## config.mk

```make
export PLATFORM = sky130hd
export DESIGN_NAME = cbe_regs
export DESIGN_NICKNAME = d
export VERILOG_FILES = /design/src/cubic_bezier_easing_map_assert.svh /design/src/cbe_pkg.sv /design/src/cbe_regs.sv
export SDC_FILE = /design/constraint.sdc
export NUM_CORES = 1
export LEC_CHECK = 0
export BUFFER_PORTS_ARGS = -buffer_cell sky130_fd_sc_hd__buf_4
export CORE_MARGIN = 3
export CORE_UTILIZATION = 40
export DETAILED_ROUTE_END_ITERATION = 10
export PLACE_DENSITY = 0.69
export SETUP_SLACK_MARGIN = 0.4
export SYNTH_ARGS = -nofsm -noshare
export SYNTH_HDL_FRONTEND = slang
export SYNTH_SLANG_ARGS = --single-unit
```

## constraint.sdc

```tcl
create_clock -name clk_i -period 1.5 [get_ports clk_i]
set_input_delay 0.15 -clock clk_i [delete_from_list [all_inputs] [get_ports clk_i]]
set_output_delay 0.15 -clock clk_i [all_outputs]
set_load 0.01 [all_outputs]
```

## src/cubic_bezier_easing_map_assert.svh

```systemverilog
// Assertion macros used by the cubic Bezier easing map controller.
`ifndef CUBIC_BEZIER_EASING_MAP_ASSERT_SVH
`define CUBIC_BEZIER_EASING_MAP_ASSERT_SVH

// same-cycle implication, checked out of reset
`define CBE_ASSERT_IMPL(name, ante, cons) \
  name: assert property (@(posedge clk_i) disable iff (!rst_ni) (ante) |-> (cons)) \
    else $error("cbe: assertion failed");

// next-cycle implication, checked out of reset
`define CBE_ASSERT_NEXT(name, ante, cons) \
  name: assert property (@(posedge clk_i) disable iff (!rst_ni) (ante) |=> (cons)) \
    else $error("cbe: assertion failed");

`endif

```

## src/cbe_pkg.sv

```systemverilog
// Types and constants of the cubic Bezier easing map.
package cbe_pkg;

  localparam int unsigned FracBits = 16;
  localparam int          OneInt   = 1 << FracBits;
  localparam int unsigned InW      = 18;
  localparam int unsigned OutW     = 24;
  localparam int unsigned XW       = 17;
  localparam int unsigned YW       = 20;
  localparam int unsigned CoefW    = 26;
  localparam int unsigned DataW    = 34;
  localparam int unsigned ProdW    = 2 * DataW;
  localparam int unsigned DivNumW  = DataW + FracBits;
  localparam int unsigned BitIdxW  = $clog2(FracBits + 1);
  localparam int unsigned ApbDW    = 32;
  localparam int unsigned ApbAW    = 4;
  localparam int          LineTol  = 16;
  localparam int          FTol     = 3;

  typedef enum logic [1:0] {
    REG_CTRL1_X = 2'd0,
    REG_CTRL1_Y = 2'd1,
    REG_CTRL2_X = 2'd2,
    REG_CTRL2_Y = 2'd3
  } reg_idx_e;

  typedef enum logic {
    REQ_Y_FROM_X = 1'b0,
    REQ_POINT    = 1'b1
  } req_e;

  typedef struct packed {
    logic [XW-1:0] ctrl1_x;
    logic [YW-1:0] ctrl1_y;
    logic [XW-1:0] ctrl2_x;
    logic [YW-1:0] ctrl2_y;
  } cfg_t;

  typedef enum logic [3:0] {
    OP_NONE,
    OP_LOAD,
    OP_MUL,
    OP_ACC,
    OP_NUM,
    OP_DEN1,
    OP_DEN2,
    OP_DIV,
    OP_TUPD,
    OP_TZERO,
    OP_CUBE,
    OP_OUTX,
    OP_OUTY,
    OP_OUTY_X
  } dp_op_e;

  typedef enum logic [3:0] {
    SRC_T,
    SRC_ACC,
    SRC_A,
    SRC_A3,
    SRC_A6,
    SRC_FP,
    SRC_F,
    SRC_FPP,
    SRC_CAND
  } src_e;

  typedef enum logic [2:0] {
    ADD_ZERO,
    ADD_B,
    ADD_B2,
    ADD_C,
    ADD_NEGX
  } add_e;

  typedef enum logic [1:0] {
    DST_ACC,
    DST_F,
    DST_FP,
    DST_FPP
  } dst_e;

  typedef struct packed {
    dp_op_e             op;
    src_e               src_a;
    src_e               src_b;
    add_e               addend;
    dst_e               dst;
    logic               set_y;
    logic [BitIdxW-1:0] bit_idx;
  } dp_cmd_t;

  typedef struct packed {
    logic req_point;
    logic shortcut;
    logic cube;
    logic f_small;
    logic den_zero;
    logic div_busy;
  } dp_stat_t;

endpackage

```

## src/cbe_regs.sv

```systemverilog
// APB configuration registers of the easing map.
module cbe_regs
  import cbe_pkg::*;
(
  input  logic             clk_i,
  input  logic             rst_ni,
  input  logic             psel_i,
  input  logic             penable_i,
  input  logic             pwrite_i,
  input  logic [ApbAW-1:0] paddr_i,
  input  logic [ApbDW-1:0] pwdata_i,
  output logic [ApbDW-1:0] prdata_o,
  output cfg_t             cfg_o
);

  logic [XW-1:0] ctrl1_x_q, ctrl2_x_q;
  logic [YW-1:0] ctrl1_y_q, ctrl2_y_q;
  logic          wr_en;
  reg_idx_e      idx;

  assign wr_en = psel_i && penable_i && pwrite_i;
  assign idx   = reg_idx_e'(paddr_i[3:2]);

  always_ff @(posedge clk_i or negedge rst_ni) begin
    if (!rst_ni) begin
      ctrl1_x_q <= '0;
      ctrl1_y_q <= '0;
      ctrl2_x_q <= XW'(OneInt);
      ctrl2_y_q <= YW'(OneInt);
    end else if (wr_en) begin
      unique case (idx)
        REG_CTRL1_X: ctrl1_x_q <= pwdata_i[XW-1:0];
        REG_CTRL1_Y: ctrl1_y_q <= pwdata_i[YW-1:0];
        REG_CTRL2_X: ctrl2_x_q <= pwdata_i[XW-1:0];
        REG_CTRL2_Y: ctrl2_y_q <= pwdata_i[YW-1:0];
        default: ;
      endcase
    end
  end

  always_comb begin
    unique case (idx)
      REG_CTRL1_X: prdata_o = {{(ApbDW-XW){1'b0}}, ctrl1_x_q};
      REG_CTRL1_Y: prdata_o = {{(ApbDW-YW){1'b0}}, ctrl1_y_q};
      REG_CTRL2_X: prdata_o = {{(ApbDW-XW){1'b0}}, ctrl2_x_q};
      REG_CTRL2_Y: prdata_o = {{(ApbDW-YW){1'b0}}, ctrl2_y_q};
      default:     prdata_o = '0;
    endcase
  end

  assign cfg_o.ctrl1_x = ctrl1_x_q;
  assign cfg_o.ctrl1_y = ctrl1_y_q;
  assign cfg_o.ctrl2_x = ctrl2_x_q;
  assign cfg_o.ctrl2_y = ctrl2_y_q;

endmodule

```

# ---- After elaboration in Yosys (flattened, before gate mapping)
# Index checks and enable logic that the tools add are counted.
# Widths: inputs -> output; s select.
dict set report classes {
  eq_ne 3
  muxes 1
  reduce_logical 7
}
# operator n
set ops {}
lappend ops {{$pmux 32 s4} 1}
lappend ops {{$reduce_and 2->1} 4}
lappend ops {{$eq 2x2->1 const B} 2}
lappend ops {{$eq 2x1->1 const B} 1}
lappend ops {{$logic_and 1x1->1} 2}
lappend ops {{$logic_not 2->1} 1}
dict set report totals {
  ff_bits 74
  input_bits 41
  output_inout_bits 106
  word_cells 15
}

# ---- Longest topological paths before layout
dict set report depth {
  ltp_word 3
  depth_mapped 4
  ltp_nobuf 3
}

# ---- Least setup slack after synthesis
# OpenSTA, ideal clock, no wires.
dict set report synth_timing {
  kind {in2out}
  start {input paddr_i[2]}
  end {output prdata_o[0]}
  arrival_time_ps 1233
  path_slack_ps 117
  stages 3
  path_buffers 2
  path_cell_list {buf_2 > buf_4 > mux4_2}
}
dict set report synth_via {
  elab_chain_cells 2
}
# element line
set synth_rtl {}
lappend synth_rtl {{start: declaration} cbe_regs.sv:10} ;# input logic [ApbAW-1:0] paddr_i,
lappend synth_rtl {{$eq 2x2->1 (tied with other cells)} cbe_regs.sv:42} ;# unique case (idx)
lappend synth_rtl {{$pmux 32 s4 (*)} cbe_regs.sv:42}
lappend synth_rtl {{end: declaration} cbe_regs.sv:12} ;# output logic [ApbDW-1:0] prdata_o,
# Every way passes the cells marked *; elsewhere a longest branch is shown, timed or not. The select of a mux whose other input is x is not followed.

# ---- Worst setup path in the final report
dict set report layout_timing {
  start {register ctrl2_y_q[11]}
  end {output prdata_o[11]}
}
dict set report layout_via {
  elab_chain_cells 1
}
# element line
set layout_rtl {}
lappend layout_rtl {{start: declaration} cbe_regs.sv:17} ;# logic [YW-1:0] ctrl1_y_q, ctrl2_y_q;
lappend layout_rtl {{start signal: assignment} cbe_regs.sv:29} ;# ctrl2_y_q <= YW'(OneInt);
lappend layout_rtl {{start signal: assignment} cbe_regs.sv:35} ;# REG_CTRL2_Y: ctrl2_y_q <= pwdata_i[YW-1:0];
lappend layout_rtl {{$pmux 32 s4} cbe_regs.sv:42}
# Every way passes these cells. The select of a mux whose other input is x is not followed.

==> results.md <==
- Worst Reg-to-Reg Cells: 4
- Antenna Nets Post-Route: 0
- Synth Flop Type: dfrtp_1
- Minimum clock period after layout: 1.52 ns
- Pwr dens: 1430 mW/mm2
- Max-cap violations: 0
- Largest net degree at the start of global routing: 41
- First-pass DRT Iterations: 4
- GR Overflow Total: 0
- Vias per inst: 4.93
- Die Ht: 97.0 um
- RSZ-0062 raised after global routing: true
- Drt drc: 0
- Final hold vios: 0
- Met3 Use GR: 0.0490
- Core Area: 0.00789 mm2
- Drt wl/cell: 19.5 um
- Crit-path max FO: 2
- Count leader, synth: dfrtp_1
- Worst path slowest cell: mux4_2
- Failing checks: negative setup slack
- Global-route met1 utilization: 0.266
- Yosys warns: 0
- Outcome: finished, violations left
- Post-synth ARST share: 1.00
- N_diodes: 0
- Cells on Worst Hold Path: 2
- Number of cells on the critical path: 2
- Yosys cell types: 18
- Overall power: 9030 uW
- CTS buffer count: 9
- GPL Wtd Cong: 0.726
- Vias in the first global route: 2917
- Vias: 2743
- Top cells by count, synth: dfrtp_1 (72), mux2_1 (60), mux4_2 (17)
- Syn Area/Cell: 16.5 um2
- Share of layout cells above drive strength 1: 0.729
- Max-slew violation count: 0
- GR Util met2: 0.365
- GR peak layer: met2
- First-pass GRT wire length: 15700 um
- Number of synthesized flops with an enable pin: 0
- Startpoint types: flop
- Clock Latency Late Sink: 0.33 ns
- Tcrit/Tclk final: 1.01
- Fin area: 0.00633 mm2
- Fin nets: 490
- Max Freq: 659 MHz
- Cell Area, Synth: 0.00331 mm2
- Worst path max stage delay: 0.49 ns
- CTS H-tree depth: 3
- Initial Utilization: 0.420
- Root Buffer: clkbuf_8
- Share of the synthesized area in the top cell type: 0.544
- Worst path required time: 1.35 ns
- Wirelength, routed: 10900 um
- Clock sink count: 74
- Num rows: 32
- Initial antenna violation count: 0
- Pleak: 0.00313 uW
- TritonCTS clock tree: yes
- Crit Path Category: flop to output pin
- Hold/Removal Path Class: input port to flop
- Max IR drop VDD: 0.859 mV
- Critical path endpoint category: output pin
- Post-synthesis sequential area ratio: 0.560
- #FFs+latches synth: 74
- Setup tns final: -0.116 ns
- Area leader, netlist: dfrtp_1
- Total track usage: 0.213
- Area post-placement: 0.00454 mm2
- Setup ws final: -0.0175 ns
- Cells after Synth: 201
- 1st-iter DRT viols: 59
- Layout area overhead: 91.1%
- Width of the die: 97.0 um
- Top delay family on crit path: multiplexers
- Fin Clk Skew: 0 ns
- Ports: 147
- Detail Placement HPWL: 6030 um
- PortBufs: 120
- Worst Path Arrival: 1.37 ns
- Critical-path cell list: mux4_2 > buf_6
- Worst-path clk slew: 0.08 ns
- Die Footprint: 0.00941 mm2
- Crit path buffers/inverters: 1
- Area contributors post-synth: dfrtp_1 (54%), mux2_1 (20%), mux4_2 (12%)
- Maximum root-to-sink buffer count: 2
- # setup viols final: 15
[sequential cells by signal (all words and copies together), names as in the netlist]
register / count
ctrl2_y_q: 20
ctrl1_x_q: 17
ctrl1_y_q: 20
ctrl2_x_q: 17
[placed cells by master (no fill, tap or decap), drive strengths merged]
master,Yosys,layout
nor3,1,1
nand4,1,1
dfrtp,72,72
inv,1,1
dlygate4sd3,0,1
nor2,4,4
dfstp,2,2
or3,1,1
buf,21,247
clkinv,0,1
mux4,17,17
bufinv,0,2
clkbuf,1,12
nand3,1,1
conb,1,12
clkinvlp,0,1
mux2i,3,3
mux2,74,74
or2,1,1
[routing by layer]
layer | wire length, um | vias to the layer above
met1 | 4360 | 1417
met5 | 0 | -
met3 | 580 | 10
li1 | - | 1219
met2 | 5820 | 97
met4 | 100 | 0
[logic make-up after synthesis]
family | synth area share
DFF | 0.560
muxes | 0.376
other | 0.00113
and+or+nand+nor | 0.0174
buffers and inverters | 0.0453
[metrics by stage]
| step | hold slack (ns) | worst slack, ns | cells | util |
|---|---|---|---|---|
| floorplan | -0.146 | 0.248 | 212 | - |
| global placement | 0.0109 | 0.136 | 428 | 0.575 |
| detailed placement | 0.0157 | 0.114 | 428 | 0.575 |
| CTS | 0.0230 | -0.0149 | 517 | 0.722 |
| global route | 0.0253 | -0.0675 | 556 | 0.803 |
| finish | 0.0374 | -0.0175 | 556 | 0.803 |
[repair_timing]
| action | CTS | global route |
|---|---|---|
| hold buffers | 1 | 0 |
| setup endpoints to repair | 22 | 94 |
| gates cloned | 0 | 0 |
| resized for setup | 98 | 92 |
| endpoints found under the hold margin | 72 | 0 |
| pin swaps | 0 | 1 |
| buffers inserted | 72 | 39 |
[worst paths after layout]
check                                      to          start  slack (ns)
worst max-delay path             prdata_o[11]  ctrl2_y_q[11]       -0.02
worst min-delay path            ctrl2_y_q[18]   pwdata_i[18]        0.04
worst max register to register   ctrl2_x_q[0]   ctrl2_x_q[0]        0.39
worst min register to register   ctrl2_y_q[6]   ctrl2_y_q[6]        0.60
max in group asynchronous       ctrl2_y_q[16]         rst_ni        0.70
min in group asynchronous       ctrl1_x_q[11]         rst_ni        0.20
[cell type report]
class                      count  area, um2
timing repair buffer         248       2620
multi-input combinational    115       1490
clock inverter                 4       72.6
clock buffer                  12        165
fill                         449       1560
inverter                       1       3.75
tap                          102        128
sequential                    74       1850
[power breakdown]
group,switching (uW),internal [uW]
clock,750,1070
combinational,1420,2960
sequential,355,2470
[worst register-to-register path: cells and delay by family (launching register included)]
family	cells	cell delay (ns)
flip-flops	1	0.40
multiplexers	1	0.25
buffers and inverters	3	0.33
Power figures use the tool's default switching activity.
