$ cat src/cubic_bezier_easing_map_assert.svh
// Assertion macros used by the cubic Bezier easing map controller.
`ifndef CUBIC_BEZIER_EASING_MAP_ASSERT_SVH
`define CUBIC_BEZIER_EASING_MAP_ASSERT_SVH

// same-cycle implication, checked out of reset
`define CBE_ASSERT_IMPL(name, ante, cons) \
  name: assert property (@(posedge clk_i) disable iff (!rst_ni) (ante) |-> (cons)) \
    else $error("cbe: assertion failed");

// next-cycle implication, checked out of reset
`define CBE_ASSERT_NEXT(name, ante, cons) \
  name: assert property (@(posedge clk_i) disable iff (!rst_ni) (ante) |=> (cons)) \
    else $error("cbe: assertion failed");

`endif

$ cat src/cbe_pkg.sv
// Types and constants of the cubic Bezier easing map.
package cbe_pkg;

  localparam int unsigned FracBits = 16;
  localparam int          OneInt   = 1 << FracBits;
  localparam int unsigned InW      = 18;
  localparam int unsigned OutW     = 24;
  localparam int unsigned XW       = 17;
  localparam int unsigned YW       = 20;
  localparam int unsigned CoefW    = 26;
  localparam int unsigned DataW    = 34;
  localparam int unsigned ProdW    = 2 * DataW;
  localparam int unsigned DivNumW  = DataW + FracBits;
  localparam int unsigned BitIdxW  = $clog2(FracBits + 1);
  localparam int unsigned ApbDW    = 32;
  localparam int unsigned ApbAW    = 4;
  localparam int          LineTol  = 16;
  localparam int          FTol     = 3;

  typedef enum logic [1:0] {
    REG_CTRL1_X = 2'd0,
    REG_CTRL1_Y = 2'd1,
    REG_CTRL2_X = 2'd2,
    REG_CTRL2_Y = 2'd3
  } reg_idx_e;

  typedef enum logic {
    REQ_Y_FROM_X = 1'b0,
    REQ_POINT    = 1'b1
  } req_e;

  typedef struct packed {
    logic [XW-1:0] ctrl1_x;
    logic [YW-1:0] ctrl1_y;
    logic [XW-1:0] ctrl2_x;
    logic [YW-1:0] ctrl2_y;
  } cfg_t;

  typedef enum logic [3:0] {
    OP_NONE,
    OP_LOAD,
    OP_MUL,
    OP_ACC,
    OP_NUM,
    OP_DEN1,
    OP_DEN2,
    OP_DIV,
    OP_TUPD,
    OP_TZERO,
    OP_CUBE,
    OP_OUTX,
    OP_OUTY,
    OP_OUTY_X
  } dp_op_e;

  typedef enum logic [3:0] {
    SRC_T,
    SRC_ACC,
    SRC_A,
    SRC_A3,
    SRC_A6,
    SRC_FP,
    SRC_F,
    SRC_FPP,
    SRC_CAND
  } src_e;

  typedef enum logic [2:0] {
    ADD_ZERO,
    ADD_B,
    ADD_B2,
    ADD_C,
    ADD_NEGX
  } add_e;

  typedef enum logic [1:0] {
    DST_ACC,
    DST_F,
    DST_FP,
    DST_FPP
  } dst_e;

  typedef struct packed {
    dp_op_e             op;
    src_e               src_a;
    src_e               src_b;
    add_e               addend;
    dst_e               dst;
    logic               set_y;
    logic [BitIdxW-1:0] bit_idx;
  } dp_cmd_t;

  typedef struct packed {
    logic req_point;
    logic shortcut;
    logic cube;
    logic f_small;
    logic den_zero;
    logic div_busy;
  } dp_stat_t;

endpackage

$ cat src/cbe_ctrl.sv
// Controller: sequences polynomial, Halley and cube-root steps on the datapath.
`include "cubic_bezier_easing_map_assert.svh"

module cbe_ctrl
  import cbe_pkg::*;
#(
  parameter int unsigned MaxIterations = 8
) (
  input  logic     clk_i,
  input  logic     rst_ni,
  input  logic     start_i,
  input  dp_stat_t stat_i,
  output logic     busy_o,
  output logic     done_o,
  output dp_cmd_t  cmd_o
);

  localparam int unsigned IterW = $clog2(MaxIterations + 1);
  localparam int unsigned NS    = 30;

  typedef enum logic [NS-1:0] {
    S_IDLE = NS'(1) << 0,
    S_DISP = NS'(1) << 1,
    S_PM1  = NS'(1) << 2,
    S_PA1  = NS'(1) << 3,
    S_PM2  = NS'(1) << 4,
    S_PA2  = NS'(1) << 5,
    S_PM3  = NS'(1) << 6,
    S_PA3  = NS'(1) << 7,
    S_OX   = NS'(1) << 8,
    S_OY   = NS'(1) << 9,
    S_FCHK = NS'(1) << 10,
    S_HM1  = NS'(1) << 11,
    S_HA1  = NS'(1) << 12,
    S_HM2  = NS'(1) << 13,
    S_HA2  = NS'(1) << 14,
    S_HM3  = NS'(1) << 15,
    S_HA3  = NS'(1) << 16,
    S_HM4  = NS'(1) << 17,
    S_HA4  = NS'(1) << 18,
    S_HM5  = NS'(1) << 19,
    S_HA5  = NS'(1) << 20,
    S_HM6  = NS'(1) << 21,
    S_HA6  = NS'(1) << 22,
    S_HDZ  = NS'(1) << 23,
    S_HDIV = NS'(1) << 24,
    S_CM1  = NS'(1) << 25,
    S_CA1  = NS'(1) << 26,
    S_CM2  = NS'(1) << 27,
    S_CCMP = NS'(1) << 28,
    S_EMIT = NS'(1) << 29
  } state_e;

  typedef enum logic [1:0] {
    PH_PX,
    PH_PY,
    PH_F,
    PH_Y
  } phase_e;

  state_e             state_q, state_d;
  phase_e             phase_q, phase_d;
  logic [IterW-1:0]   iter_q, iter_d;
  logic [BitIdxW-1:0] bit_q, bit_d;

  always_ff @(posedge clk_i or negedge rst_ni) begin
    if (!rst_ni) begin
      state_q <= S_IDLE;
      phase_q <= PH_PX;
      iter_q  <= '0;
      bit_q   <= '0;
    end else begin
      state_q <= state_d;
      phase_q <= phase_d;
      iter_q  <= iter_d;
      bit_q   <= bit_d;
    end
  end

  always_comb begin
    state_d       = state_q;
    phase_d       = phase_q;
    iter_d        = iter_q;
    bit_d         = bit_q;
    cmd_o.op      = OP_NONE;
    cmd_o.src_a   = SRC_T;
    cmd_o.src_b   = SRC_T;
    cmd_o.addend  = ADD_ZERO;
    cmd_o.dst     = DST_ACC;
    cmd_o.set_y   = (phase_q == PH_PY) || (phase_q == PH_Y);
    cmd_o.bit_idx = bit_q;
    unique case (state_q)
      S_IDLE: begin
        if (start_i) begin
          cmd_o.op = OP_LOAD;
          state_d  = S_DISP;
        end
      end
      S_DISP: begin
        iter_d = '0;
        if (stat_i.req_point) begin
          phase_d = PH_PX;
          state_d = S_PM1;
        end else if (stat_i.shortcut) begin
          cmd_o.op = OP_OUTY_X;
          state_d  = S_EMIT;
        end else if (stat_i.cube) begin
          cmd_o.op = OP_TZERO;
          bit_d    = BitIdxW'(FracBits);
          state_d  = S_CM1;
        end else begin
          phase_d = PH_F;
          state_d = S_PM1;
        end
      end
      S_PM1: begin
        cmd_o.op    = OP_MUL;
        cmd_o.src_a = SRC_A;
        state_d     = S_PA1;
      end
      S_PA1: begin
        cmd_o.op     = OP_ACC;
        cmd_o.addend = ADD_B;
        state_d      = S_PM2;
      end
      S_PM2: begin
        cmd_o.op    = OP_MUL;
        cmd_o.src_a = SRC_ACC;
        state_d     = S_PA2;
      end
      S_PA2: begin
        cmd_o.op     = OP_ACC;
        cmd_o.addend = ADD_C;
        state_d      = S_PM3;
      end
      S_PM3: begin
        cmd_o.op    = OP_MUL;
        cmd_o.src_a = SRC_ACC;
        state_d     = S_PA3;
      end
      S_PA3: begin
        cmd_o.op = OP_ACC;
        if (phase_q == PH_F) begin
          cmd_o.addend = ADD_NEGX;
          cmd_o.dst    = DST_F;
          state_d      = S_FCHK;
        end else if (phase_q == PH_PX) begin
          state_d = S_OX;
        end else begin
          state_d = S_OY;
        end
      end
      S_OX: begin
        cmd_o.op = OP_OUTX;
        phase_d  = PH_PY;
        state_d  = S_PM1;
      end
      S_OY: begin
        cmd_o.op = OP_OUTY;
        state_d  = S_EMIT;
      end
      S_FCHK: begin
        if (stat_i.f_small) begin
          phase_d = PH_Y;
          state_d = S_PM1;
        end else begin
          state_d = S_HM1;
        end
      end
      S_HM1: begin
        cmd_o.op    = OP_MUL;
        cmd_o.src_a = SRC_A3;
        state_d     = S_HA1;
      end
      S_HA1: begin
        cmd_o.op     = OP_ACC;
        cmd_o.addend = ADD_B2;
        state_d      = S_HM2;
      end
      S_HM2: begin
        cmd_o.op    = OP_MUL;
        cmd_o.src_a = SRC_ACC;
        state_d     = S_HA2;
      end
      S_HA2: begin
        cmd_o.op     = OP_ACC;
        cmd_o.addend = ADD_C;
        cmd_o.dst    = DST_FP;
        state_d      = S_HM3;
      end
      S_HM3: begin
        cmd_o.op    = OP_MUL;
        cmd_o.src_a = SRC_A6;
        state_d     = S_HA3;
      end
      S_HA3: begin
        cmd_o.op     = OP_ACC;
        cmd_o.addend = ADD_B2;
        cmd_o.dst    = DST_FPP;
        state_d      = S_HM4;
      end
      S_HM4: begin
        cmd_o.op    = OP_MUL;
        cmd_o.src_a = SRC_FP;
        cmd_o.src_b = SRC_F;
        state_d     = S_HA4;
      end
      S_HA4: begin
        cmd_o.op = OP_NUM;
        state_d  = S_HM5;
      end
      S_HM5: begin
        cmd_o.op    = OP_MUL;
        cmd_o.src_a = SRC_FP;
        cmd_o.src_b = SRC_FP;
        state_d     = S_HA5;
      end
      S_HA5: begin
        cmd_o.op = OP_DEN1;
        state_d  = S_HM6;
      end
      S_HM6: begin
        cmd_o.op    = OP_MUL;
        cmd_o.src_a = SRC_F;
        cmd_o.src_b = SRC_FPP;
        state_d     = S_HA6;
      end
      S_HA6: begin
        cmd_o.op = OP_DEN2;
        state_d  = S_HDZ;
      end
      S_HDZ: begin
        if (stat_i.den_zero) begin
          phase_d = PH_Y;
          state_d = S_PM1;
        end else begin
          cmd_o.op = OP_DIV;
          state_d  = S_HDIV;
        end
      end
      S_HDIV: begin
        if (!stat_i.div_busy) begin
          cmd_o.op = OP_TUPD;
          state_d  = S_PM1;
          if (iter_q == IterW'(MaxIterations - 1)) begin
            phase_d = PH_Y;
          end else begin
            iter_d = iter_q + IterW'(1);
          end
        end
      end
      S_CM1: begin
        cmd_o.op    = OP_MUL;
        cmd_o.src_a = SRC_CAND;
        cmd_o.src_b = SRC_CAND;
        state_d     = S_CA1;
      end
      S_CA1: begin
        cmd_o.op = OP_ACC;
        state_d  = S_CM2;
      end
      S_CM2: begin
        cmd_o.op    = OP_MUL;
        cmd_o.src_a = SRC_ACC;
        cmd_o.src_b = SRC_CAND;
        state_d     = S_CCMP;
      end
      S_CCMP: begin
        cmd_o.op = OP_CUBE;
        if (bit_q == '0) begin
          phase_d = PH_Y;
          state_d = S_PM1;
        end else begin
          bit_d   = bit_q - BitIdxW'(1);
          state_d = S_CM1;
        end
      end
      S_EMIT: state_d = S_IDLE;
      default: state_d = S_IDLE;
    endcase
  end

  assign busy_o = state_q != S_IDLE;
  assign done_o = state_q == S_EMIT;

  `CBE_ASSERT_NEXT(a_accept_busy, start_i && !busy_o, busy_o)
  `CBE_ASSERT_IMPL(a_iter_range, state_q == S_HDIV, iter_q < IterW'(MaxIterations))
  `CBE_ASSERT_NEXT(a_div_launch, cmd_o.op == OP_DIV, stat_i.div_busy)

endmodule

$ cat config.mk
export PLATFORM = sky130hd
export DESIGN_NAME = cbe_ctrl
export DESIGN_NICKNAME = d
export VERILOG_FILES = /design/src/cbe_pkg.sv /design/src/cbe_ctrl.sv
export VERILOG_INCLUDE_DIRS = /design/src /design/src/src
export SDC_FILE = /design/constraint.sdc
export NUM_CORES = 1
export LEC_CHECK = 0
export BUFFER_PORTS_ARGS = -buffer_cell sky130_fd_sc_hd__buf_4
export CELL_PAD_IN_SITES_DETAIL_PLACEMENT = 1
export CELL_PAD_IN_SITES_GLOBAL_PLACEMENT = 1
export CORE_MARGIN = 8
export CORE_UTILIZATION = 41
export CTS_BUF_LIST = sky130_fd_sc_hd__clkbuf_8
export DETAILED_ROUTE_END_ITERATION = 12
export PLACE_DENSITY = 0.75
export SETUP_SLACK_MARGIN = 0.4
export SYNTH_ARGS = -nofsm -noshare
export SYNTH_HDL_FRONTEND = slang
export SYNTH_SLANG_ARGS = --single-unit
$ cat constraint.sdc
create_clock -name clk_i -period 2.6 [get_ports clk_i]
set_clock_uncertainty 0.05 [all_clocks]
set_input_delay 0.39 -clock clk_i [delete_from_list [all_inputs] [get_ports clk_i]]
set_output_delay 0.39 -clock clk_i [all_outputs]
set_load 0.03 [all_outputs]
==> results.txt, run 1 <==
Status - stopped before the end
Last stage reached - global routing (5_1_grt)
Tool Error - [ERROR DPL-0033] detailed placement checks failed during check placement.
IO Count - 34
Number of flops mapped to enable cells by yosys - 0
Clock Sinks - 41
Mapped Area - 2524 sq um
Post-synth top flop - dfrtp_1
Initial antenna violation count - 2
Most common library cells after synthesis - 40 x dfrtp_1, 23 x nor2_1, 18 x nor4_1, 16 x nor3_1, 15 x nand2_1
Worst endpoint type - output port
Register bit total from synthesis - 41
Largest net degree at the start of global routing - 42
Syn nets - 276
Syn Inst Count - 265
Area after DPL - 3536 sq um
Last worst endpoint in the global-route repair_timing - cmd_o[20]
CTS buffer count - 5
HPWL Detailed - 6878 microns
CTS Hold Bufs - 0
Placed cell count - 437
Async SR Flop Fraction - 1.000
Most frequent cell after synthesis - dfrtp_1
Die Height - 94.46 microns
Dominant cell type by area after synthesis - dfrtp_1
Starting Density - 0.4262
Gp weighted congestion - 0.9073
Top cell type's share of synthesized area - 0.3966
Sequential share of the synthesized area - 0.4070
Yosys cell types - 58
Syn Area/Cell - 9.523 sq um
Max H-tree Level - 2
Clk buf depth - 2
Site Rows - 28
Area contributors post-synth - dfrtp_1 40%, nor4_1 4.5%, nor2_1 3.4%
Synth warn - 0
Chip width - 94.46 microns
Port Buffers - 33
Root buf cell - clkbuf_8
-- what timing repair did --
action / CTS
setup endpoints to repair: 33
pin swaps: 25
buffers inserted: 25
endpoints found under the hold margin: 0
gates resized for setup: 79
-- through the flow --
stage	hold slack, ps	worst slack, ps	TNS (ps)
floorplan	44.41	-182.7	-373.9
global placement	355.0	-124.8	-470.3
detailed placement	364.9	-187.4	-812.7
CTS	29.43	-495.1	-5784
-- cells by family after synthesis --
kind of cell    count (synthesis)  synth area share
compound gates                 34           0.09421
xor+xnor                        4           0.01388
fa+ha+maj                       2          0.009914
buf+inv                        20           0.03917
flops                          41            0.4070
mux                             1          0.003966
simple gates                  163            0.4318
==> inputs of run 2 (changes only) <==
==> config.mk (replaced) <==
export PLATFORM = sky130hd
export DESIGN_NAME = cbe_ctrl
export DESIGN_NICKNAME = d
export VERILOG_FILES = /design/src/cbe_pkg.sv /design/src/cbe_ctrl.sv
export VERILOG_INCLUDE_DIRS = /design/src /design/src/src
export SDC_FILE = /design/constraint.sdc
export NUM_CORES = 1
export LEC_CHECK = 0
export BUFFER_PORTS_ARGS = -buffer_cell sky130_fd_sc_hd__buf_4
export CORE_MARGIN = 8
export CORE_UTILIZATION = 40
export DETAILED_ROUTE_END_ITERATION = 12
export PLACE_DENSITY_LB_ADDON = 0.15
export SYNTH_ARGS = -nofsm -noshare
export SYNTH_HDL_FRONTEND = slang
export SYNTH_SLANG_ARGS = --single-unit
==> constraint.sdc (replaced) <==
create_clock -name clk_i -period 3.4 [get_ports clk_i]
set_clock_uncertainty 0.05 [all_clocks]
set_input_delay 0.51 -clock clk_i [delete_from_list [all_inputs] [get_ports clk_i]]
set_output_delay 0.51 -clock clk_i [all_outputs]
set_load 0.03 [all_outputs]
==> results.txt, run 2 <==
Post-route cell area - 3149 sq um
# diodes - 0
Most frequent cells in the layout - 54 x buf_4, 40 x dfrtp_1, 23 x nor2_1
Largest net degree at the start of global routing - 42
Flop pwr share - 0.362
Max Cap Viol - 0
Slowest-stage cell, CP - or4_4
CP top delay family - simple AND/OR/NAND/NOR gates
Top reg by flops - state_q
Root buf cell - clkbuf_8
Most common library cells after synthesis - 40 x dfrtp_1, 23 x nor2_1, 18 x nor4_1, 16 x nor3_1, 15 x nand2_1
Fmax - 304.1 MHz
Tot GR Track Use - 0.1590
CP Max Fanout - 9
Synth warn - 0 (unchanged)
P_leak - 0.001495 uW
Yosys cell types - 58 (unchanged)
WL/cell - 17.37 microns
Post-Synth Simple-Gate Area - 0.4318 (unchanged)
Clock Sinks - 41 (unchanged)
Site Rows - 29 (+3.6%)
P_sw - 606.5 uW
CTS Hold Bufs - 0 (unchanged)
Max reg flops - 30
CTS buffer count - 5 (unchanged)
Syn nets - 276 (unchanged)
Drt via density - 5.907
Max H-tree Level - 2 (unchanged)
P_int - 1068 uW
Setup TNS Final - 0 ps
Core box area - 6241 sq um
Seq. cell area - 1027 sq um
Fraction of layout cells with a size suffix above 1 - 0.3022
Routed vias - 2351
WP data arrival - 2730 ps
Port Buffers - 33 (unchanged)
Area contributors post-synth - dfrtp_1 40%, nor4_1 4.5%, nor2_1 3.4%
Area of the multi-input gates - 1429 sq um
Largest registers - state_q x30, bit_q x5, iter_q x4
Worst-path clk slew - 90 ps
Slew @ Worst Pin - 623.9 ps
Adder-Cell Fraction of Synth Area - 0.009916 (unchanged)
Max_slew headroom - 0.5802
Post-synthesis mux area share - 0.003966 (unchanged)
Placed cell count - 387 (-11%)
Largest family of logic cells by synthesized area - simple AND/OR/NAND/NOR gates
Layout fillers - 595
Worst vdd ir - 0.4044 mV
Number of flops mapped to enable cells by yosys - 0 (unchanged)
Slowest stage delay, CP - 620 ps
Layout Cells excl Fill - 398
Die Height - 95.43 microns (+1.0%)
CP Cell Sequence - or4_4, or4b_1, or3_4, clkinv_4, nor3_2, nand4_2, or3_1, buf_4
Area grow syn2layout - 24.79%
GRT overflow - 0
Worst-Skew Late Latency - 300 ps
Compound-Gate Fraction of Synth Area - 0.09420 (unchanged)
Hold crit path type - in -> async
Starting Density - 0.4044 (-0.02188)
Chip width - 95.43 microns (+1.0%)
Async SR Flop Fraction - 1.000 (unchanged)
Antenna viol nets, final - 0
Net count reported at finish - 331
Final hold viol count - 0
Mapped Area - 2524 sq um (unchanged)
Most frequent cell after synthesis - dfrtp_1
Tcrit/Tclk final - 0.9671
Setup Crit Path Kind - reg -> out
Syn Area/Cell - 9.523 sq um (unchanged)
Top cell type's share of synthesized area - 0.3966 (unchanged)
Fin. max-slew vios - 0
Total wire length - 6914 microns
CTS tree - built
PwrDens - 531.7 nW/um^2
IO Count - 34 (unchanged)
Sequential share of the synthesized area - 0.4070 (unchanged)
Initial antenna violation count - 0
Area after DPL - 2962 sq um (-16%)
Die Footprint - 9107 sq um
HPWL Detailed - 5278 microns (-23%)
Crit path buf inv count - 2
Gp weighted congestion - 0.8917 (-1.7%)
DR pass1 iterations - 5
Register bit total from synthesis - 41 (unchanged)
Fin crit period - 3288 ps
Dominant cell type by area after synthesis - dfrtp_1
DRT iter0 DRCs - 153
Syn Inst Count - 265 (unchanged)
Startpoint types - register
Sw frac - 0.3622
Clk buf depth - 2 (unchanged)
Post-synth top flop - dfrtp_1
Post-Synth XOR/XNOR Area - 0.01388 (unchanged)
Number of global-route vias before repair - 2276
Required time worst endpoint - 2840 ps
Setup Viol. Count Final - 0
Clock network power share - 0.280
First-pass GRT wire length - 11220 microns
Unrepaired setup endpoints after global routing - no
Status - completed
Logic pwr share - 0.358
Critical Path Sink Type - primary output
# DRC - 0
Commonest non-fill, non-tap cell in the layout - buf_4
==> run 2: worst paths after layout <==
| check | start | to | slack [ps] | depth (start not counted) |
|---|---|---|---|---|
| worst max-delay path | state_q[8] | cmd_o[20] | 110 | 8 |
| worst min-delay path | rst_ni | state_q[17] | 140 | 1 |
| worst max register to register | state_q[0] | state_q[0] | 710 | 8 |
| worst min register to register | phase_q[1] | state_q[8] | 440 | 1 |
| max in group asynchronous | rst_ni | state_q[0] | 2790 | 1 |
| min in group clk_i | start_i | state_q[0] | 320 | 2 |
==> run 2: logic make-up after synthesis <==
family / after synthesis
simple gates: 163
flops: 41
compound gates: 34
buf+inv: 20
xor+xnor: 4
fa+ha+maj: 2
mux: 1
==> run 2: area by class of cell <==
type / instances / share of cell area
well taps: 77 / 0.03059
multi-input cells: 204 / 0.4537
inverters: 14 / 0.01828
clock buffers: 5 / 0.02185
repair buffers: 54 / 0.1287
flip-flops and latches: 41 / 0.3262
clock inverters: 3 / 0.02066
==> run 2: metrics by stage <==
step	total power, uW	hold slack [ps]	setup slack (ps)	util
floorplan	990.5	164.4	205.4	-
global placement	1207	414.5	150.8	0.4745
detailed placement	1211	419.4	218.6	0.4745
CTS	1687	159.7	10.47	0.4962
global route	1779	184.9	3.948	0.5046
finish	1675	140.1	112.0	0.5046
==> run 2: timing repair <==
item	in CTS	in global routing
setup buffers	0	3
setup endpoints to repair	1	2
pin swaps	0	1
cloned	0	0
gates resized for setup	1	5
==> run 2: layer usage <==
| metal | up-vias | wire [microns] | track usage |
|---|---|---|---|
| met5 | - | 0 | 0 |
| met4 | 0 | 93 | 0.04738 |
| met3 | 11 | 480 | 0.03937 |
| met2 | 93 | 3252 | 0.2595 |
| met1 | 1121 | 3088 | 0.2029 |
| li1 | 1126 | - | - |
==> run 2: worst reg2reg max path, stage by stage, from the launching register on <==
cell	delay [ps]
dfstp_2	570
nor4_2	60
nand4_1	170
buf_4	210
nor3_1	80
buf_4	150
or4_1	570
or4b_1	510
o32ai_1	240
==> run 2: power groups by stage <==
stage          clock, uW  combinational (uW)  sequential (uW)
6_report             468                 599              607
5_1_grt              504                 656              619
4_1_cts              483                 597              608
3_5_place_dp           0                 594              617
3_3_place_gp           0                 592              615
2_1_floorplan          0                 326              665
No activity file was read; power rests on OpenSTA's default activity.
==> inputs of run 3 (changes only) <==
==> constraint.sdc (replaced) <==
create_clock -name clk_i -period 3.7 [get_ports clk_i]
set_clock_uncertainty 0.05 [all_clocks]
set_input_delay 0.555 -clock clk_i [delete_from_list [all_inputs] [get_ports clk_i]]
set_output_delay 0.555 -clock clk_i [all_outputs]
set_load 0.03 [all_outputs]
==> results.txt, run 3 (synthesized netlist as in run 2, its figures left out) <==
Final hold viol count - 0 (unchanged)
Clock Sinks - 41 (unchanged)
P_leak - 0.001411 uW (-5.6%)
Net count reported at finish - 319 (-3.6%)
Worst reg-to-reg setup slack - 820 ps (+110 ps)
Area grow syn2layout - 19.73%
Number of global-route vias before repair - 2252 (-1.1%)
Worst-Skew Late Latency - 300 ps (about the same)
Gp weighted congestion - 0.9124 (+2.3%)
Post-Route Utilization - 0.4842 (-0.02045)
WP data arrival - 2970 ps (+240 ps)
Clk buf depth - 2 (unchanged)
Initial antenna violation count - 0 (unchanged)
Site Rows - 29 (unchanged)
GRT overflow - 0 (unchanged)
Most frequent cells in the layout - 42 x buf_4, 40 x dfrtp_1, 23 x nor2_1
CTS Hold Bufs - 0 (unchanged)
Area of the multi-input gates - 1405 sq um (-1.7%)
Hold slack - 188.2 ps (+48.17 ps)
Top reg by flops - state_q
Fin crit period - 3572 ps
HPWL Detailed - 5199 microns (-1.5%)
Worst setup endpoint - cmd_o[20]
Largest registers - state_q x30, bit_q x5, iter_q x4
Port Buffers - 33 (unchanged)
Max Cap Viol - 0 (unchanged)
CP Max Fanout - 7 (-2)
Core box area - 6241 sq um (unchanged)
Setup Crit Path Kind - reg -> out
Hold crit path type - in -> async
Seq. cell area - 1027 sq um (unchanged)
Die Footprint - 9107 sq um (unchanged)
Fraction of layout cells with a size suffix above 1 - 0.2654 (-0.03681)
Commonest non-fill, non-tap cell in the layout - buf_4
Setup TNS Final - 0 ps (unchanged)
Tot GR Track Use - 0.1588 (-0.0001722)
Startpoint types - register
# DRC - 0 (unchanged)
Fmax - 280.0 MHz
Reg2reg path depth - 8 (unchanged)
Antenna viol nets, final - 0 (unchanged)
Setup Viol. Count Final - 0 (unchanged)
Required time worst endpoint - 3090 ps (+250 ps)
Drt via density - 5.909 (about the same)
DR pass1 iterations - 6 (+1)
Root buf cell - clkbuf_8
Worst r2r src - state_q[0]
Routed vias - 2281 (-3.0%)
Status - completed
CTS buffer count - 5 (unchanged)
Tcrit/Tclk final - 0.9653
DRT iter0 DRCs - 178 (+16%)
Worst vdd ir - 0.3282 mV (-19%)
Max_slew headroom - 0.5159 (-0.06438)
WL/cell - 17.83 microns (+2.7%)
Max reg flops - 30 (unchanged)
CP startpoint - state_q[0]
IO Count - 34 (unchanged)
PnR worst setup slack - 128.3 ps (+16.28 ps)
Die Height - 95.43 microns (unchanged)
Largest net degree at the start of global routing - 42 (unchanged)
Layout fillers - 609 (+2.4%)
Max H-tree Level - 2 (unchanged)
Total wire length - 6884 microns (-0.43%)
CTS tree - built
Slew @ Worst Pin - 724.4 ps (+100.5 ps)
Chip width - 95.43 microns (unchanged)
Starting Density - 0.4044 (unchanged)
Worst-path clk slew - 80 ps (about the same)
PwrDens - 490.1 nW/um^2 (-7.8%)
Fin. max-slew vios - 0 (unchanged)
Unrepaired setup endpoints after global routing - no
# diodes - 0 (unchanged)
Critical register-to-register path endpoint - state_q[0]
Setup Slack @ Placement - 365.4 ps (+146.7 ps)
Critical Path Sink Type - primary output
First-pass GRT wire length - 11320 microns (+0.86%)
[run 3: timing repair]
action | in CTS | in global routing
endpoints found under the setup margin | 0 | 1
gates resized for setup | 0 | 2
buffers inserted | 0 | 0
[run 3: through the flow]
step / instance area (sq um) / power (uW) / std cells
2_1_floorplan: 2524 / 910.2 / 265
3_3_place_gp: 2894 / 1093 / 378
3_5_place_dp: 2894 / 1098 / 378
4_1_cts: 3014 / 1492 / 386
5_1_grt: 3022 / 1562 / 386
6_report: 3022 / 1481 / 386
[run 3: how the worst min path moves through the flow]
| stage | startpoint | endpoint | slack (ps) | cells past startpoint |
|---|---|---|---|---|
| after floorplan | rst_ni | bit_q[0] | 210 | 0 |
| after global placement | phase_q[1] | state_q[8] | 440 | 1 |
| after detailed placement | phase_q[1] | state_q[8] | 430 | 1 |
| after CTS | rst_ni | state_q[1] | 200 | 1 |
| after global routing | rst_ni | state_q[1] | 220 | 1 |
| final | rst_ni | state_q[7] | 190 | 1 |
[run 3: critical path: stages, from the launching register on]
cell       delay [ps]
dfstp_2           570
nor4_2             50
buf_4             150
nand4_1           260
nor3_1            150
a2111oi_1         700
nand2b_1          210
or3_1             390
buf_4             170
[run 3: power breakdown]
| part | internal [uW] | switching [uW] |
|---|---|---|
| logic | 200 | 335 |
| clock network | 219 | 164 |
| registers | 504 | 59.0 |
| total | 923 | 558 |
[run 3: area by class of cell]
type	count	share of cell area
Clock buffer	6	0.02733
Clock inverter	2	0.01242
Inverter	14	0.01905
Multi-Input combinational cell	204	0.4650
Sequential cell	41	0.3400
Tap cell	77	0.03188
Timing Repair Buffer	42	0.1043
[run 3: layer usage]
metal	wire length (microns)	track usage
met5	0	0
met4	130	0.05634
met3	412	0.04016
met2	3171	0.2486
met1	3170	0.2078
==> inputs of run 4 (changes only) <==
--- a/config.mk
+++ b/config.mk
@@ -6,10 +6,10 @@
 export SDC_FILE = /design/constraint.sdc
 export NUM_CORES = 1
 export LEC_CHECK = 0
-export BUFFER_PORTS_ARGS = -buffer_cell sky130_fd_sc_hd__buf_4
 export CORE_MARGIN = 8
 export CORE_UTILIZATION = 40
 export DETAILED_ROUTE_END_ITERATION = 12
+export DONT_BUFFER_PORTS = 1
 export PLACE_DENSITY_LB_ADDON = 0.15
 export SYNTH_ARGS = -nofsm -noshare
 export SYNTH_HDL_FRONTEND = slang
==> results.txt, run 4 (synthesized netlist as in run 2, its figures left out) <==
P_sw - 539.6 uW (-3.4%)
P_leak - 0.001316 uW (-6.8%)
Worst-path clk slew - 80 ps (about the same)
Logic pwr share - 0.280 (-0.081)
Number of global-route vias before repair - 2122 (-5.8%)
PwrDens - 507.3 nW/um^2 (+3.5%)
Required time worst endpoint - 3090 ps (about the same)
Power, Total - 1465 uW (-1.1%)
Slowest-stage cell, CP - or4_4
Die Footprint - 9107 sq um (unchanged)
WP depth - 6 (-2)
Fraction of layout cells with a size suffix above 1 - 0.2056 (-0.05980)
Setup TNS Final - 0 ps (unchanged)
Clk buf depth - 2 (unchanged)
Flop pwr share - 0.422 (+0.042)
Post-route cell area - 2888 sq um (-4.4%)
Slew @ Worst Pin - 761.8 ps (+37.44 ps)
CTS tree - built
Chip width - 95.43 microns (unchanged)
# DRC - 0 (unchanged)
Gp weighted congestion - 0.8790 (-3.7%)
# diodes - 0 (unchanged)
Status - completed
Setup Viol. Count Final - 0 (unchanged)
Largest net degree at the start of global routing - 41 (-2.4%)
P_int - 925.4 uW (+0.29%)
Site Rows - 29 (unchanged)
Max reg flops - 30 (unchanged)
Total wire length - 7066 microns (+2.6%)
Clock Sinks - 41 (unchanged)
Crit path buf inv count - 0 (-2)
Global-route met3 utilization - 0.04882 (+0.008661)
Routed vias - 2219 (-2.7%)
Tot GR Track Use - 0.1629 (+0.004141)
Busiest layer in global routing - met2
Final hold viol count - 0 (unchanged)
Clock network power share - 0.298 (+0.039)
DRT iter0 DRCs - 123 (-31%)
Core box area - 6241 sq um (unchanged)
Fin crit period - 3416 ps (-155.6 ps)
DR pass1 iterations - 4 (-2)
Critical Path Sink Type - primary output
Initial antenna violation count - 0 (unchanged)
Largest registers - state_q x30, bit_q x5, iter_q x4
IO Count - 34 (unchanged)
Hold crit path type - in -> async
WP data arrival - 2810 ps (-160 ps)
Area after DPL - 2726 sq um (-5.8%)
Net count reported at finish - 297 (-6.9%)
Fin. max-slew vios - 0 (unchanged)
Worst-Skew Late Latency - 300 ps (about the same)
Max Cap Viol - 0 (unchanged)
Starting Density - 0.4044 (unchanged)
Most frequent cells in the layout - 40 x dfrtp_1, 23 x nor2_1, 18 x nor4_1, 18 x buf_4, 16 x nor3_1
First-pass GRT wire length - 11350 microns (+0.30%)
HPWL Detailed - 5338 microns (+2.7%)
Antenna viol nets, final - 0 (unchanged)
Reg2reg path depth - 5 (-3)
Area grow syn2layout - 14.43%
Met2 Usage GRT - 0.2549 (+0.006329)
Unrepaired setup endpoints after global routing - no
Slowest stage delay, CP - 660 ps (-40 ps)
Worst vdd ir - 0.3094 mV (-5.7%)
Die Height - 95.43 microns (unchanged)
CP Cell Sequence - nor4_4, nand4_4, or4_4, o31a_1, and4b_1, nand3_1
Tcrit/Tclk final - 0.9233 (-0.04205)
GRT overflow - 0 (unchanged)
Port Buffers - 0 (-100%)
Fmax - 292.7 MHz (+4.6%)
Top reg by flops - state_q
WL/cell - 19.41 microns (+8.8%)
Commonest non-fill, non-tap cell in the layout - dfrtp_1
CTS buffer count - 5 (unchanged)
CP top delay family - simple AND/OR/NAND/NOR gates
Drt via density - 6.096 (+3.2%)
Startpoint types - register
Setup Crit Path Kind - reg -> out
GR met1 Demand/Resource - 0.2112 (+0.003421)
Post-CTS Resized - 0 (unchanged)
CP Max Fanout - 12 (+5)
Max H-tree Level - 2 (unchanged)
Root buf cell - clkbuf_8
Sw frac - 0.3683 (-0.008647)
Max_slew headroom - 0.4874 (-0.02842)
## run 4: power by group through the flow
stage                     clock (uW)  combinational, uW  sequential, uW
after floorplan                    0                299             611
after global placement             0                389             627
after detailed placement           0                391             629
after CTS                        445                405             620
after global routing             459                458             629
final                            436                411             618
## run 4: path summary, 6_finish.rpt
path,from,endpoint,slack [ps]
worst max-delay path,state_q[27],cmd_o[19],280
worst min-delay path,rst_ni,state_q[0],50
worst max register to register,state_q[9],state_q[2],1050
worst min register to register,phase_q[1],state_q[8],450
max in group asynchronous,rst_ni,iter_q[0],3360
min in group clk_i,start_i,state_q[0],260
## run 4: timing repair
action	CTS	global route
setup buffers	0	1
endpoints found under the hold margin	40	0
endpoints found under the setup margin	0	2
hold buffers	1	0
## run 4: cell type report
type | count | area (sq um)
Fill cell | 606 | 3353
Multi-Input combinational cell | 204 | 1398
Sequential cell | 41 | 1027
Timing Repair Buffer | 20 | 175.2
Tap cell | 77 | 96.34
Clock buffer | 5 | 68.82
Clock inverter | 3 | 65.06
Inverter | 14 | 57.56
## run 4: through the flow
step / utilization / hold WS (ps) / setup slack [ps] / cells
6_report: 0.4627 / 45.75 / 283.9 / 364
2_1_floorplan: - / 209.4 / 460.4 / 265
5_1_grt: 0.4627 / 24.91 / 81.53 / 364
3_3_place_gp: 0.4368 / 211.0 / 548.6 / 354
4_1_cts: 0.4615 / 34.40 / 36.04 / 363
3_5_place_dp: 0.4368 / 211.0 / 390.0 / 354
## run 4: layer usage
layer / routed length [microns] / up-vias
met3: 524 / 10
met2: 3293 / 77
li1: - / 1060
met4: 93 / 0
met5: 0 / -
met1: 3154 / 1072
